**config.mk**
```make
export PLATFORM = sky130hd
export DESIGN_NAME = vfc_front
export DESIGN_NICKNAME = d
export VERILOG_FILES = /design/src/hw/rtl/vfc_pkg.sv /design/src/hw/rtl/vfc_front.sv
export SDC_FILE = /design/constraint.sdc
export NUM_CORES = 1
export LEC_CHECK = 0
export ABC_CLOCK_PERIOD_IN_PS = 6400
export BUFFER_PORTS_ARGS = -buffer_cell sky130_fd_sc_hd__buf_4
export CORE_ASPECT_RATIO = 0.5
export CORE_MARGIN = 4
export CORE_UTILIZATION = 30
export CTS_CLUSTER_DIAMETER = 60
export DETAILED_ROUTE_END_ITERATION = 8
export PLACE_DENSITY = 0.62
export SYNTH_ARGS = -nofsm -noshare
export SYNTH_HDL_FRONTEND = slang
export SYNTH_SLANG_ARGS = --single-unit
export TNS_END_PERCENT = 5
```
**constraint.sdc**
```tcl
create_clock -name i_clk -period 6.4 [get_ports i_clk]
set_input_delay 1.28 -clock i_clk [delete_from_list [all_inputs] [get_ports i_clk]]
set_output_delay 1.28 -clock i_clk [all_outputs]
set_load 0.005 [all_outputs]
```
**src/hw/rtl/vfc_pkg.sv**
```systemverilog
package vfc_pkg;

    // Grid geometry. The grid is stored as rows of GRID_SIZE bits along x,
    // one row for each (y, z) pair.
    localparam int GRID_SIZE = 32;
    localparam int COORD_W   = 5;
    localparam int IDX_W     = $clog2(GRID_SIZE);
    localparam int NCW       = ((IDX_W > COORD_W) ? IDX_W : COORD_W) + 1;
    localparam int ROWS      = GRID_SIZE * GRID_SIZE;
    localparam int ADDR_W    = $clog2(ROWS);
    localparam int VTX_W     = 20;
    localparam int NUM_DIRS  = 6;

    localparam logic [VTX_W-1:0] FACE_STEP = VTX_W'(4);

    // Input mode codes.
    localparam logic [1:0] MODE_WRITE   = 2'd0;
    localparam logic [1:0] MODE_QUERY   = 2'd1;
    localparam logic [1:0] MODE_RESTART = 2'd2;

    // Face direction codes, also the bit positions of the open-face mask.
    localparam logic [2:0] DIR_XP = 3'd0;
    localparam logic [2:0] DIR_YP = 3'd1;
    localparam logic [2:0] DIR_XM = 3'd2;
    localparam logic [2:0] DIR_YM = 3'd3;
    localparam logic [2:0] DIR_ZP = 3'd4;
    localparam logic [2:0] DIR_ZM = 3'd5;

    typedef logic [COORD_W-1:0]   t_coord;
    typedef logic [NCW-1:0]       t_ncoord;
    typedef logic [GRID_SIZE-1:0] t_row;
    typedef logic [ADDR_W-1:0]    t_addr;

    typedef struct packed {
        logic [1:0] mode;
        t_coord     x;
        t_coord     y;
        t_coord     z;
        logic       solid;
    } t_in_item;

    typedef struct packed {
        t_coord           face_x;
        t_coord           face_y;
        t_coord           face_z;
        logic [2:0]       direction;
        logic [VTX_W-1:0] vertex_base;
        logic             last;
    } t_out_item;

    typedef enum logic [1:0] {
        OP_WRITE,
        OP_QUERY,
        OP_RESTART
    } t_op;

    typedef struct packed {
        t_op    op;
        t_coord x;
        t_coord y;
        t_coord z;
        logic   solid;
    } t_cmd;

    typedef struct packed {
        logic pop;
        logic clearing;
    } t_back_ctl;

    typedef enum logic [2:0] {
        ST_CLEAR,
        ST_IDLE,
        ST_W_RD,
        ST_W_WR,
        ST_Q_RD,
        ST_Q_CAP,
        ST_EMIT
    } t_back_state;

    function automatic logic in_grid(t_ncoord c);
        return c < NCW'(GRID_SIZE);
    endfunction

    function automatic t_addr row_addr(t_ncoord y, t_ncoord z);
        return ADDR_W'(int'(z) * GRID_SIZE + int'(y));
    endfunction

    function automatic logic bit_at(t_row row, t_ncoord c);
        return in_grid(c) && row[c[IDX_W-1:0]];
    endfunction

endpackage

```
**src/hw/rtl/vfc_front.sv**
```systemverilog
module vfc_front import vfc_pkg::*; (
    input  logic      i_clk,
    input  logic      i_rst_n,
    input  logic      i_valid,
    output logic      o_stall,
    input  t_in_item  i_item,
    output logic      o_q_valid,
    output t_cmd      o_q_cmd,
    input  t_back_ctl i_ctl
);

    t_cmd       cmd;
    logic       keep;
    logic       push;
    t_cmd       r_q [2];
    logic       r_wp;
    logic       r_rp;
    logic [1:0] r_cnt;
    logic       grid_ok;

    // Items that cannot change state or give results are dropped here.
    assign grid_ok = in_grid(NCW'(i_item.x)) && in_grid(NCW'(i_item.y))
                     && in_grid(NCW'(i_item.z));

    always_comb begin
        cmd.x     = i_item.x;
        cmd.y     = i_item.y;
        cmd.z     = i_item.z;
        cmd.solid = i_item.solid;
        cmd.op    = OP_WRITE;
        keep      = 1'b0;
        unique case (i_item.mode)
            MODE_WRITE: begin
                cmd.op = OP_WRITE;
                keep   = grid_ok;
            end
            MODE_QUERY: begin
                cmd.op = OP_QUERY;
                keep   = grid_ok;
            end
            MODE_RESTART: begin
                cmd.op = OP_RESTART;
                keep   = 1'b1;
            end
            default: begin
                keep = 1'b0;
            end
        endcase
    end

    assign o_stall   = i_ctl.clearing || (r_cnt == 2'd2);
    assign push      = i_valid && !o_stall && keep;
    assign o_q_valid = (r_cnt != 2'd0);
    assign o_q_cmd   = r_q[r_rp];

    always_ff @(posedge i_clk) begin
        if (!i_rst_n) begin
            r_wp  <= 1'b0;
            r_rp  <= 1'b0;
            r_cnt <= 2'd0;
        end else begin
            if (push) begin
                r_q[r_wp] <= cmd;
                r_wp      <= ~r_wp;
            end
            if (i_ctl.pop) begin
                r_rp <= ~r_rp;
            end
            if (push && !i_ctl.pop) begin
                r_cnt <= r_cnt + 2'd1;
            end else if (!push && i_ctl.pop) begin
                r_cnt <= r_cnt - 2'd1;
            end
        end
    end

endmodule

```
=== Yosys cells after proc, flatten, opt, wreduce, memory -nomap -nowiden ===
Memory sizes are Yosys's and may differ from the RTL's. A register that Yosys moved wholly into a read port is not among the register bits.
Index checks and enable logic that the tools add are counted.

* Bits of input ports: 23
* Memory bits (writable): 36
* Memories: 1
* Logic and storage cells: 32
* Register bits after elaboration: 4

* Mux-type cells: 9
* Bitwise gates (word level): 2
* Add/subtract/negate cells: 2
* Eq/ne operators: 3
* Reductions and logical operators: 12

{| class="wikitable"
|+ Memories
! memory !! depth !! bits a word !! read ports !! clocked after memory_dff !! wr ports !! RTL line !! source
|-
| r_q || 2 || 18 || 1 || 1 || 1 || vfc_front.sv:15 || <nowiki>t_cmd r_q [2];</nowiki>
|}

{| class="wikitable"
|+ Operators with widths
! kind !! number
|-
| two-way mux 1 bit || 6
|-
| equality test 2 bit (second input constant) || 2
|-
| logical AND 1 bit || 4
|-
| two-way mux 2 bit || 2
|-
| one-hot mux 2 bit (2 select lines) || 1
|-
| nonzero test 2 bit || 2
|-
| zero test 1 bit || 3
|-
| OR reduction 3 bit || 1
|-
| adder 2 x 1 -> 2 bit (second input constant) || 1
|-
| equality test 2 x 1 -> 1 bit (second input constant) || 1
|-
| zero test 2 bit || 1
|-
| inverter 1 bit || 2
|-
| subtractor 2 x 1 -> 2 bit (second input constant) || 1
|-
| logical OR 1 bit || 1
|}

=== Depth between registers and ports, before layout ===
Gate-level depths: netlist of the first run.

* Word-level depth: 9
* Depth in mapped cells: 6
* Depth with buffers taken out: 6

=== Worst setup path before layout of the first run ===
No wires, ideal clock.

* Path kind: input port to flip-flop
* Start point: in i_ctl[0] (netlist name)
* End point: mem r_q[0][0] (netlist name) (enable)
* Stages on the path: 2
* Arrival time: 2.851 ns
* Data required time: 5.984 ns
* Path slack: 3.133 ns
* Cells stage by stage: or2_1 nor3_1

* Word-level cells in the longest chain between the ends: 7

{| class="wikitable"
|+ Ends and longest elaborated chain
! element !! RTL line !! source
|-
| start: declaration || vfc_front.sv:9 || <nowiki>input t_back_ctl i_ctl</nowiki>
|-
| logical OR 1 bit || vfc_front.sv:51 || <nowiki>assign o_stall = i_ctl.clearing || (r_cnt == 2'd2);</nowiki>
|-
| zero test 1 bit || vfc_front.sv:52 || <nowiki>assign push = i_valid && !o_stall && keep;</nowiki>
|-
| logical AND 1 bit (2 in series) || vfc_front.sv:52 ||
|-
| two-way mux 1 bit || vfc_front.sv:62 || <nowiki>if (push) begin</nowiki>
|-
| two-way mux 1 bit || vfc_front.sv:57 || <nowiki>if (!i_rst_n) begin</nowiki>
|-
| two-way mux 1 bit (implied by the code) || vfc_front.sv:63 || <nowiki>r_q[r_wp] <= cmd;</nowiki>
|-
| end: declaration || vfc_front.sv:15 ||
|}

Every way passes these cells.

=== Worst setup path after layout of the first run ===
* Start point: in i_ctl[0] (netlist name)
* End point: out o_stall

* Word-level cells in the longest chain between the ends: 1

{| class="wikitable"
|+ Ends and longest elaborated chain
! element !! RTL line !! source
|-
| logical OR 1 bit || vfc_front.sv:51 ||
|-
| end: declaration || vfc_front.sv:5 || <nowiki>output logic o_stall,</nowiki>
|}

Every way passes these cells.

==> reports/qor.yml, run 1 <==
final_number_of_setup_violating_endpoints: 0
worstHoldPathCells: 2
start_util: 0.3132
timing.critical_path.depth: 3
worst_path_dominant_cell_family: "buffers and inverters"
syn-mean-instance-area_um2: 18.56
cts_htree_levels: 2
fin_area_um2: 2068
timing.critical_path.fanout_max: 2
post_route_setup_tns_ns: 0
number_of_global_route_vias_before_repair: 893
critical_path.most_common_cell: "sky130_fd_sc_hd__buf_4"
post_cts_hold_buffer_count: 0
cts-root-buf: "sky130_fd_sc_hd__clkbuf_8"
critical_path.max_stage_delay_ns: 0.24
worst_setup_path_start_kind: "input port"
cp_cell_sequence: "buf_4 > or2_1 > buf_4"
dpl_cell_area_um2: 1962
antenna_found_initial: 0
worst_slew_pin_slew_ns: 0.8223
ioPinCount: 43
timing.critical_path.arrival_ns: 1.78
status: "complete, no violations"
max_freq_ghz: 0.3267
crit_slowest_cell: "sky130_fd_sc_hd__or2_1"
route.detailed.drc: 0
synth_top_cell_area_share: 0.6934
multi_input_area_um2: 366.6
total_congestion_overflow_after_global_routing: 0
die_w_um: 109.9
synth_enable_flop_cells: 36
yosys.cell_count.top_type: "sky130_fd_sc_hd__edfxtp_1"
synth_sequential_area_ratio: 0.7576
wl_per_cell_um: 12.50
final.period_utilization: 0.4783
routed_wl_um: 2538
maximum_root_to_sink_buffer_count: 2
finalWorstPathRequiredPeriod_ns: 3.061
cell_type_contributing_the_most_total_cell_area_after_synthesis: "sky130_fd_sc_hd__edfxtp_1"
initialDrtViolationCount: 23
cts_tree: "done"
core_region_um2: 4977
clock-sinks: 41
maxCapViolations: 0
areaGrowthSynthToFinish_pct: 32.66
slew-limit-headroom: 0.4518
post_cts.repair.setup_buffers: 0
insertedDiodeCount: 0
yosys_most_used_dff: "sky130_fd_sc_hd__edfxtp_1"
unrepaired_setup_endpoints_after_global_routing: "no"
endpoint_required_time_on_the_critical_path_ns: 5.12
clk_pin_slew_worst_paths_ns: 0.07
finish.utilization: 0.4155
instances_no_fill: 203
cellLeakagePower_nw: 0.7740
grt_max_degree: 19
critical_path_class: "input port to output port"
number_of_nets_in_the_layout: 156
die-area_um2: 6484
num-fill-cells: 452
place_congestion: 0.6624
ir_worst_vdd_mv: 0.08834
hold_path_class: "register to register"
yosys.cell_types.count: 23
clock_latency_on_the_worst_skew_pair_ns: 0.28
async_reset_ff_frac: 0
netlist_instances: 84
critPathCaptureType: "output port"
place.detailed.hpwl_um: 1748
top_cells_by_instance_count_after_synthesis: "36 x sky130_fd_sc_hd__edfxtp_1, 18 x sky130_fd_sc_hd__mux2_2, 5 x sky130_fd_sc_hd__dfxtp_1, 3 x sky130_fd_sc_hd__and2_1, 3 x sky130_fd_sc_hd__nor2b_1"
ff_latch_area_um2: 1181
synth_area_leaders: "sky130_fd_sc_hd__edfxtp_1 69%, sky130_fd_sc_hd__mux2_2 13%, sky130_fd_sc_hd__dfxtp_1 6.4%"
power.density_cell_area_nw_per_um2: 273.2
via_count: 847
rr_worst_depth: 3
final_layout_size_suffix_gt1_frac: 0.5338
port_buffers: 42
post-place-cells: 195
grt_use_total: 0.08554
crit_buf_inv: 2
postCtsResizedCells: 0
finalHoldViolCount: 0
avgViaCountPerCell: 4.172
final.setup_skew_ns: 0.003668
synthesis.yosys.warnings: 0
placement_row_count: 18
firstDrtPassIters: 4
slew_viol_final: 0
antenna_left: 0
synthesis.nets: 108
die-height_um: 58.98
postSynthRegisterBits: 41
synth_area_um2: 1559
wire_length_of_the_first_global_routing_pass_um: 4064
numCtsBuffers: 5
layer usage:
| layer | global-route usage | wire, um | up-vias |
|---|---|---|---|
| met3 | 0.03373 | 99 | 7 |
| met1 | 0.08607 | 970 | 416 |
| met5 | 0 | 0 | - |
| met2 | 0.1534 | 1402 | 13 |
| met4 | 0.04796 | 66 | 0 |
| li1 | - | - | 411 |
state kept, by name, summed over array words and instances, names as in the netlist, named ones only:
| signal | cells |
|---|---|
| r_q | 36 |
| r_cnt | 2 |
| r_rp | 1 |
| r_wp | 1 |
kinds of logic after synthesis:
kind of cell    count (synthesis)  share of synthesized area
compound gates                  3                    0.01445
xor+xnor                        3                    0.01686
fa+ha+maj                       1                   0.008024
buf+inv                         3                    0.01043
flops                          41                     0.7576
mux                            19                     0.1364
simple gates                   14                    0.05619
tightest hold or removal path: stages (launching register included):
cell,delay (ns)
sky130_fd_sc_hd__dfxtp_1,0.32
sky130_fd_sc_hd__nand2_1,0.05
sky130_fd_sc_hd__mux2i_1,0.06
where the power goes:
group          internal, W  switching [W]   total, W
Sequential        0.000300     0.00000782   0.000308
Combinational    0.0000393      0.0000206  0.0000598
Clock             0.000115      0.0000825   0.000198
placed cells by master (no fill, tap or decap), types with 2 or more instances in the layout:
cell type,instances
sky130_fd_sc_hd__and2_1,3
sky130_fd_sc_hd__edfxtp_1,36
sky130_fd_sc_hd__dfxtp_1,5
sky130_fd_sc_hd__nor3_2,2
sky130_fd_sc_hd__buf_4,43
sky130_fd_sc_hd__clkbuf_8,5
sky130_fd_sc_hd__nor2b_1,3
sky130_fd_sc_hd__mux2_2,18
sky130_fd_sc_hd__xor2_1,2
path summary, 6_finish.rpt:
path / from / to / slack (ns)
max reg2reg: r_cnt[0] / r_q[1][2] / 4.56
min: r_wp / r_wp / 0.48
max: i_ctl[0] / o_stall / 3.34
min reg2reg: r_wp / r_wp / 0.48
area by class of cell:
cell class,instances,share of cell area
flip-flops and latches,41,0.5711
well taps,70,0.04235
repair buffers,43,0.1561
inverters,1,0.001815
multi-input cells,40,0.1773
clock inverters,2,0.01633
clock buffers,6,0.03509
stage by stage:
| step | hold WS (ns) | power (W) | setup slack, ns |
|---|---|---|---|
| floorplan | 0.4382 | 0.0003413 | 3.133 |
| global placement | 0.4535 | 0.0003741 | 3.345 |
| detailed placement | 0.4713 | 0.0003750 | 3.336 |
| CTS | 0.4795 | 0.0005719 | 3.336 |
| global route | 0.5041 | 0.0005885 | 3.303 |
| finish | 0.4794 | 0.0005651 | 3.339 |
No activity file was read; power rests on OpenSTA's default activity.
==> run 2: changes to the inputs <==
Settings changed: ABC_AREA set to 1, ABC_CLOCK_PERIOD_IN_PS 6400 to 2900, PLACE_DENSITY 0.62 to 0.61.
Clock period 6.4 ns to 2.9 ns, I/O delays scaled along.
==> run 2 against run 1 <==
Against the previous run:
- clock-buffer cell count did not move
- worst setup slack got worse by 2.4 ns
- non-clock buffer count up 2
- global-route usage down 0.55 points
- critical endpoint is now o_q_cmd[16]
- largest power group unchanged
==> reports/qor.yml, run 2 <==
largest_registers: "r_q: 36 flops, r_cnt: 2 flops"
timing.critical_path.arrival_ns: 1.40
final_number_of_setup_violating_endpoints: 0
grt_use_total: 0.08007
wl_per_cell_um: 11.77
clock-sinks: 41
routed_wl_um: 2589
maximum_root_to_sink_buffer_count: 2
start_util: 0.3207
firstDrtPassIters: 4
yosys.cell_types.count: 16
place.detailed.hpwl_um: 1892
timing.critical_path.fanout_max: 18
grt_max_degree: 19
status: "complete, no violations"
critical_path_class: "register to output port"
number_of_global_route_vias_before_repair: 897
slew_viol_final: 0
final.setup_skew_ns: 0.004181
top_cells_by_instance_count_after_synthesis: "36 x sky130_fd_sc_hd__edfxtp_1, 11 x sky130_fd_sc_hd__inv_1, 11 x sky130_fd_sc_hd__nand2_1, 10 x sky130_fd_sc_hd__mux2_4"
post_route_setup_tns_ns: 0
rr_endpoint: "r_q[0][7]"
final_cell_mix: "45 x sky130_fd_sc_hd__buf_4, 36 x sky130_fd_sc_hd__edfxtp_1, 11 x sky130_fd_sc_hd__nand2_1, 11 x sky130_fd_sc_hd__inv_1, 10 x sky130_fd_sc_hd__mux2_4"
postCtsResizedCells: 0
worst_slew_pin_slew_ns: 0.6754
maxCapViolations: 0
worstHoldPathCells: 1
total_congestion_overflow_after_global_routing: 0
place_congestion: 0.6766
hold-path-endpoint: "r_q[1][0]"
cell_type_contributing_the_most_total_cell_area_after_synthesis: "sky130_fd_sc_hd__edfxtp_1"
antenna_left: 0
numCtsBuffers: 5
layout_commonest_cell: "sky130_fd_sc_hd__buf_4"
yosys_most_used_dff: "sky130_fd_sc_hd__edfxtp_1"
synthesis.nets: 124
placement_row_count: 18
initialDrtViolationCount: 37
cellLeakagePower_nw: 0.8534
flip_flop_count_of_the_largest_register_all_copies_and_words_added: 36
hold_path_class: "input port to register"
synth_sequential_area_ratio: 0.7267
ir_worst_vdd_mv: 0.1816
cts_tree: "done"
synth_top_cell_area_share: 0.6651
post_cts.repair.setup_buffers: 0
synth_enable_flop_cells: 36
port_buffers: 42
num-fill-cells: 476
netlist_instances: 100
regToRegStartpoint: "r_cnt[1]"
synth_area_leaders: "sky130_fd_sc_hd__edfxtp_1 67%, sky130_fd_sc_hd__mux2_4 9.2%, sky130_fd_sc_hd__dfxtp_1 6.2%"
slew-limit-headroom: 0.5492
synthesis.yosys.warnings: 0
antenna_found_initial: 0
cts-root-buf: "sky130_fd_sc_hd__clkbuf_8"
final.period_utilization: 0.6824
worst_setup_path_start_kind: "register"
via_count: 900
finalHoldViolCount: 0
postSynthRegisterBits: 41
max_freq_ghz: 0.5053
core_region_um2: 5067
number_of_nets_in_the_layout: 174
synth_area_um2: 1625
r2r_setup_slack_ns: 1.30
unrepaired_setup_endpoints_after_global_routing: "no"
cts_htree_levels: 2
rr_worst_depth: 5
power.density_cell_area_nw_per_um2: 542.7
clock_latency_on_the_worst_skew_pair_ns: 0.28
die-height_um: 60.05
post_cts_hold_buffer_count: 0
areaGrowthSynthToFinish_pct: 28.95
syn-mean-instance-area_um2: 16.25
critPathCaptureType: "output port"
route.detailed.drc: 0
final_layout_size_suffix_gt1_frac: 0.4533
ioPinCount: 43
registers.top_by_ff_count: "r_q"
ff_latch_area_um2: 1181
wire_length_of_the_first_global_routing_pass_um: 4050
die_w_um: 112.1
finalWorstPathRequiredPeriod_ns: 1.979
total_power_w: 0.001137
yosys.cell_count.top_type: "sky130_fd_sc_hd__edfxtp_1"
insertedDiodeCount: 0
worstHoldStart: "i_item[0]"
endpoint_required_time_on_the_critical_path_ns: 2.32
multi_input_area_um2: 371.6
clk_pin_slew_worst_paths_ns: 0.07
die-area_um2: 6731
avgViaCountPerCell: 4.091
async_reset_ff_frac: 0
## run 2: area by class of cell
| type | instances | share of cell area |
|---|---|---|
| flip-flops and latches | 41 | 0.5636 |
| inverters | 11 | 0.01970 |
| well taps | 70 | 0.04179 |
| clock buffers | 6 | 0.03463 |
| multi-input cells | 46 | 0.1773 |
| repair buffers | 45 | 0.1612 |
| clock inverters | 1 | 0.001791 |
## run 2: worst max-delay path, stage by stage, from the launching register on
cell	delay, ns
sky130_fd_sc_hd__dfxtp_1	0.31
sky130_fd_sc_hd__buf_4	0.29
sky130_fd_sc_hd__mux2_2	0.38
sky130_fd_sc_hd__buf_4	0.13
## run 2: per-stage QoR
step	instance area, um^2	hold slack [ns]	utilization	setup slack (ns)	std cells
2_1_floorplan	1625	0.4799	-	0.9457	100
3_3_place_gp	2019	0.4980	0.3985	0.9054	213
3_5_place_dp	2019	0.5024	0.3985	0.8901	213
4_1_cts	2096	0.4718	0.4136	0.8848	220
5_1_grt	2096	0.4666	0.4136	0.8398	220
6_report	2096	0.4828	0.4136	0.9211	220
## run 2: power by group
group	switching, W	total [W]	internal (W)
combinational	0.0000599	0.000144	0.0000844
clock	0.000165	0.000327	0.000162
sequential	0.00000613	0.000666	0.000660
total	0.000231	0.00114	0.000906
## run 2: worst max path at each step
stage	start	to	slack [ns]	cells past startpoint
6_report	register	o_q_cmd[16]	0.92	3
5_1_grt	register	o_q_cmd[17]	0.84	3
4_1_cts	register	o_q_cmd[16]	0.88	3
3_5_place_dp	i_ctl[0]	r_q[0][7]	0.89	5
3_3_place_gp	i_ctl[0]	r_q[0][6]	0.91	5
2_1_floorplan	i_ctl[0]	r_q[1][0]	0.95	3
## run 2: layer usage
| layer | global-route usage | wire [um] | share of wire |
|---|---|---|---|
| met1 | 0.08091 | 1004 | 0.39 |
| met2 | 0.1499 | 1455 | 0.56 |
| met3 | 0.02629 | 76 | 0.029 |
| met4 | 0.04623 | 53 | 0.020 |
| met5 | 0 | 0 | 0 |
## run 2: cell families (layout without fill, tap and decap cells)
kind of cell,Yosys count,count (layout),synth area share
muxes,18,18,0.1478
adders and majority gates,1,1,0.007697
DFF,41,41,0.7267
AOI/OAI and AO/OA,4,4,0.01386
buffers and inverters,13,63,0.04465
xor gates and xnor gates,1,1,0.005390
and+or+nand+nor,22,22,0.05389
